===== src/mthd_pkg.sv =====
package mthd_pkg;

  localparam int CHANNELS      = 10;
  localparam int POWER_BITS    = 32;
  localparam int GAIN_BITS     = 16;
  localparam int COUNT_BITS    = 16;
  localparam int CHAN_OUT_BITS = 4;
  localparam int CHAN_W        = $clog2(CHANNELS);
  localparam int PROD_BITS     = POWER_BITS + GAIN_BITS;
  localparam int MEDIAN_RANK   = (CHANNELS - 1) / 2;
  localparam int TOP_RANK      = CHANNELS - 1;

  localparam logic [GAIN_BITS-1:0] GAIN_RESET = GAIN_BITS'(1000);

  typedef logic [POWER_BITS-1:0] power_t;
  typedef power_t [CHANNELS-1:0] power_vec_t;
  typedef logic [CHAN_W-1:0]     chan_t;
  typedef chan_t [CHANNELS-1:0]  rank_vec_t;
  typedef logic [PROD_BITS-1:0]  prod_t;
  typedef logic [COUNT_BITS-1:0] count_t;
  typedef logic [GAIN_BITS-1:0]  gain_t;

  // Load enables of the five pipeline stages.
  typedef struct packed {
    logic s1;
    logic s2;
    logic s3;
    logic s4;
    logic s5;
  } pipe_en_t;

endpackage


===== src/mthd_eval.sv =====
module mthd_eval (
  input  logic                   clk,
  input  logic                   rst,
  input  logic                   load,
  input  logic                   lockout,
  input  mthd_pkg::prod_t        thresh,
  input  mthd_pkg::power_t       peak,
  input  mthd_pkg::chan_t        peak_chan,
  output logic                   evaluated,
  output logic                   hit_flag,
  output logic [mthd_pkg::CHAN_OUT_BITS-1:0] hit_channel,
  output mthd_pkg::count_t       channel_count,
  output logic                   start_lockout
);

  logic                               hit_state;
  mthd_pkg::chan_t                    last_channel;
  mthd_pkg::count_t                   hit_counts [mthd_pkg::CHANNELS];
  // Mirrors the count of the last hit channel so the store has one read port.
  mthd_pkg::count_t                   cur_count;
  logic                               hit;
  mthd_pkg::count_t                   count_inc;

  assign hit       = !lockout && (mthd_pkg::PROD_BITS'(peak) > thresh);
  assign count_inc = hit_counts[peak_chan] + mthd_pkg::COUNT_BITS'(1);

  always_ff @(posedge clk) begin
    if (rst) begin
      hit_state    <= 1'b0;
      last_channel <= '0;
      cur_count    <= '0;
      for (int i = 0; i < mthd_pkg::CHANNELS; i++) begin
        hit_counts[i] <= '0;
      end
    end else if (load && !lockout) begin
      hit_state <= hit;
      if (hit) begin
        last_channel          <= peak_chan;
        cur_count             <= count_inc;
        hit_counts[peak_chan] <= count_inc;
      end
    end
  end

  always_ff @(posedge clk) begin
    if (load) begin
      evaluated     <= !lockout;
      start_lockout <= hit;
    end
  end

  // The state only moves when a new result is loaded, so it doubles as the
  // held result payload.
  assign hit_flag      = hit_state;
  assign hit_channel   = mthd_pkg::CHAN_OUT_BITS'(last_channel);
  assign channel_count = cur_count;

endmodule


===== config.mk =====
export PLATFORM = sky130hd
export DESIGN_NAME = mthd_eval
export DESIGN_NICKNAME = d
export VERILOG_FILES = /design/src/mthd_pkg.sv /design/src/mthd_eval.sv
export SDC_FILE = /design/constraint.sdc
export NUM_CORES = 1
export LEC_CHECK = 0
export BUFFER_PORTS_ARGS = -buffer_cell sky130_fd_sc_hd__buf_2
export CORE_MARGIN = 2
export CORE_UTILIZATION = 35
export DETAILED_ROUTE_END_ITERATION = 16
export GPL_TIMING_DRIVEN = 0
export PLACE_DENSITY_LB_ADDON = 0.15
export SETUP_SLACK_MARGIN = 0.3
export SLEW_MARGIN = 20
export SYNTH_ARGS = -nofsm -noshare
export SYNTH_HDL_FRONTEND = slang
export SYNTH_SLANG_ARGS = --single-unit

===== constraint.sdc =====
create_clock -name clk -period 4.93 [get_ports clk]
set_input_delay 0.986 -clock clk [delete_from_list [all_inputs] [get_ports clk]]
set_output_delay 0.986 -clock clk [all_outputs]
set_load 0.1 [all_outputs]

==> impl_metrics.csv <==
group,metric,value,unit
logic_synthesis,synth_area_leaders,"edfxtp_1 (61%), mux4_2 (11%), nor2_1 (3.4%)",
sta,tightest_slew,1095,ps
setup_path,cpMaxStageDelayCell,"or3b_1",
cells_and_area,antenna_cells,0,
logic_synthesis,syn_inst,877,
logic_synthesis,synth_ff_type,"edfxtp_1",
detailed_routing,vias_per_cell,5.290,
floorplan,start_util,0.3567,
clocking,cts_buffers,31,
sta,min_period,4473,ps
clocking,clockBufferDepth,3,
sta,setup_viol,0,
placement,io_buffers,106,
flow_run,cap_violations,0,
grt,groute.usage.overall,0.1803,
setup_path,worstPathArrival,4740,ps
floorplan,rows,69,
detailed_routing,totalWireLength,33.81,mm
sta,holdWs,450.8,ps
floorplan,die_y,194.9,um
floorplan,ios,111,
setup_path,startpoint_type,"input port",
logic_synthesis,yosys.area_share.simple,0.1046,
logic_synthesis,yosys_warnings,0,
logic_synthesis,syn_avg_cell_area,14.54,um^2
setup_path,critPathTopFamily,"buffers and inverters",
placement,place.gp.congestion,0.8167,
clocking,cts_setup_buffers,0,
placement,place_hpwl,23.91,mm
clocking,clock-root-buffer,"clkbuf_16",
sta,grt_setup_unrepaired,"yes",
sta,relSlewSlack,0.2700,
detailed_routing,drt_iter0_drc,635,
logic_synthesis,synth_edf_count,258,
power_and_ir_drop,power.density,351.9,nW/um^2
detailed_routing,drc,0,
logic_synthesis,synth-seq-cells,279,
setup_path,crit_type,"in -> reg",
logic_synthesis,synth-xor-area-share,0.006869,
grt,grt_overflow,0,
sta,fin_crit_sh,0.9074,
logic_synthesis,synth_cell_type_count,54,
logic_synthesis,yosysSeqAreaShare,0.6406,
cells_and_area,final_net_count,1149,
setup_path,path_cells,"buf_4 > buf_4 > buf_2 > buf_2 > mux4_2 > a22oi_1 > nand2_1 > ha_1 > inv_1 > or3b_1 > nor4_1 > xnor2_1 > buf_2 > nor2_2",
floorplan,coreArea,35740,um^2
grt,grt_pass1_vias,7993,
detailed_routing,vias,8004,
setup_path,path_buf_inv,6,
grt,grt_pass1_wl,51.17,mm
detailed_routing,final_antenna_net_count,0,
grt,grt_max_degree,17,
detailed_routing,wl_per_cell,22.35,um
setup_path,critPathMaxFanout,10,
sta,setup_tns,0,ps
clocking,cts.clk_slew.worst_paths,60,ps
clocking,cts.sinks,279,
sta,report.final.slew_viol_count,0,
sta,finalHoldViolations,0,
setup_path,endpoint_kind,"flop",
logic_synthesis,synth_top_area_cell,"edfxtp_1",
cells_and_area,drive_above_1_share,0.2871,
floorplan,die-area,37970,um^2
logic_synthesis,syn-cell-area,12750,um^2
power_and_ir_drop,p_leak,5.642,nW
logic_synthesis,synth_compound_area_frac,0.04544,
logic_synthesis,synth_top_family_by_area,"multiplexers",
power_and_ir_drop,ir_worst_vdd,0.0002766,V
logic_synthesis,async_flop_share,0,
setup_path,critPathRequiredTime,5200,ps
setup_path,critical-path-max-stage-delay,480,ps
logic_synthesis,syn_nets,998,
logic_synthesis,synthAdderAreaFrac,0.03238,
detailed_routing,dr.pass1.iters,5,
grt,antenna_found_initial,0,
clocking,insertion_delay,580,ps
logic_synthesis,yosysTopAreaCellShare,0.6077,
clocking,cts_tree,"built",
min_path,hp-class,"reg -> reg",
sta,fmax,223.5,MHz
floorplan,die_x,194.9,um
status,status,"finished clean",
logic_synthesis,muxShareOfSynthArea,0.1250,
setup_path,crit_top_cell,"buf_2",
clocking,h-tree-depth,1,
sta,fin_skew,13.76,ps
cells_and_area,syn2layout_area_growth,17.82,%
-- synth_stat cells, drive strengths merged (13+ instances only) --
cell type  count
mux2i         13
nand2         23
o21ai         14
dfxtp         21
nand2b        13
buf           37
nand3         15
clkbuf        30
nor3          46
a21oi         15
inv           53
nor2         129
a22oi         22
edfxtp       258
mux4          65
ha            33
-- area by class of cell --
| type | instances | area (um^2) |
|---|---|---|
| Clock inverter | 19 | 205.2 |
| Tap cell | 461 | 576.8 |
| Timing Repair Buffer | 118 | 643.1 |
| Sequential cell | 279 | 8168 |
| Buffer | 67 | 377.9 |
| Multi-Input combinational cell | 478 | 4050 |
| Clock buffer | 38 | 802.0 |
| Fill cell | 3368 | 20720 |
| Inverter | 53 | 198.9 |
-- cell families after synthesis --
kind of cell,count (synthesis)
simple gates,275
fa+ha+maj,33
mux,78
buf+inv,120
flops,279
compound gates,82
xor+xnor,10
-- per-stage QoR --
stage,worst slack (ps),std cells,area (um^2),power (mW),utilization
4_1_cts,444.7,1513,15010,5.334,0.4199
2_1_floorplan,268.3,877,12750,2.896,-
5_1_grt,295.9,1513,15020,5.456,0.4203
3_3_place_gp,-1779,1444,13860,3.034,0.3877
6_report,456.7,1513,15020,5.286,0.4203
3_5_place_dp,-382.7,1456,14000,3.038,0.3917
-- registers in the layout (all words and copies together) (netlist names) --
signal / count
hit_channel: 4
hit_counts: 256
channel_count: 16
start_lockout: 1
evaluated: 1
hit_flag: 1
-- layer usage --
layer | track usage | share of wire | wire length, um
met4 | 0.03986 | 0.018 | 600
met2 | 0.2958 | 0.48 | 16170
met3 | 0.02100 | 0.048 | 1619
met1 | 0.2585 | 0.46 | 15430
met5 | 0 | 0 | 0
-- cells in the final DEF (no fill, tap or decap), types with 3 or more instances in the layout --
master,n
edfxtp_1,258
bufinv_16,3
a211oi_1,4
dfxtp_1,21
o31ai_1,3
nor2_2,16
nand3_1,15
buf_4,12
o2bb2ai_1,5
nand2b_1,13
mux4_2,65
nor3_1,40
clkbuf_1,34
ha_1,33
clkbuf_16,31
nor4_1,11
clkinv_1,3
a22oi_1,22
clkinv_2,5
buf_6,16
xnor2_1,10
nand2_1,23
or3_1,5
a21o_1,6
nor3_2,6
nand4_1,10
or4_1,3
inv_1,53
clkinv_4,4
clkbuf_2,3
nor2b_1,4
nor2_1,113
buf_2,126
a21oi_1,15
mux2i_1,13
o21ai_0,11
or2_2,4
-- final timing paths --
| kind | to | slack [ps] | startpoint | cells after the start |
|---|---|---|---|---|
| worst max-delay path | hit_counts[11][14] | 460 | peak_chan[1] | 14 |
| worst min-delay path | channel_count[6] | 450 | channel_count[6] | 1 |
| worst max register to register | hit_counts[10][11] | 1550 | hit_counts[7][6] | 8 |
| worst min register to register | channel_count[6] | 450 | channel_count[6] | 1 |
-- what timing repair did --
| action | in CTS | in global routing |
|---|---|---|
| hold buffers | 0 | 0 |
| gates resized for setup | 1 | 5 |
| pin swaps | 0 | 0 |
| endpoints found under the setup margin | 7 | 34 |
-- power by group --
group	internal (mW)	switching [mW]	leakage, nW	total (mW)
sequential	2.61	0.0116	2.96	2.62
combinational	0.138	0.226	2.20	0.365
clock	1.32	0.974	0.488	2.30
total	4.07	1.21	5.64	5.29
No activity file was read; power rests on OpenSTA's default activity.
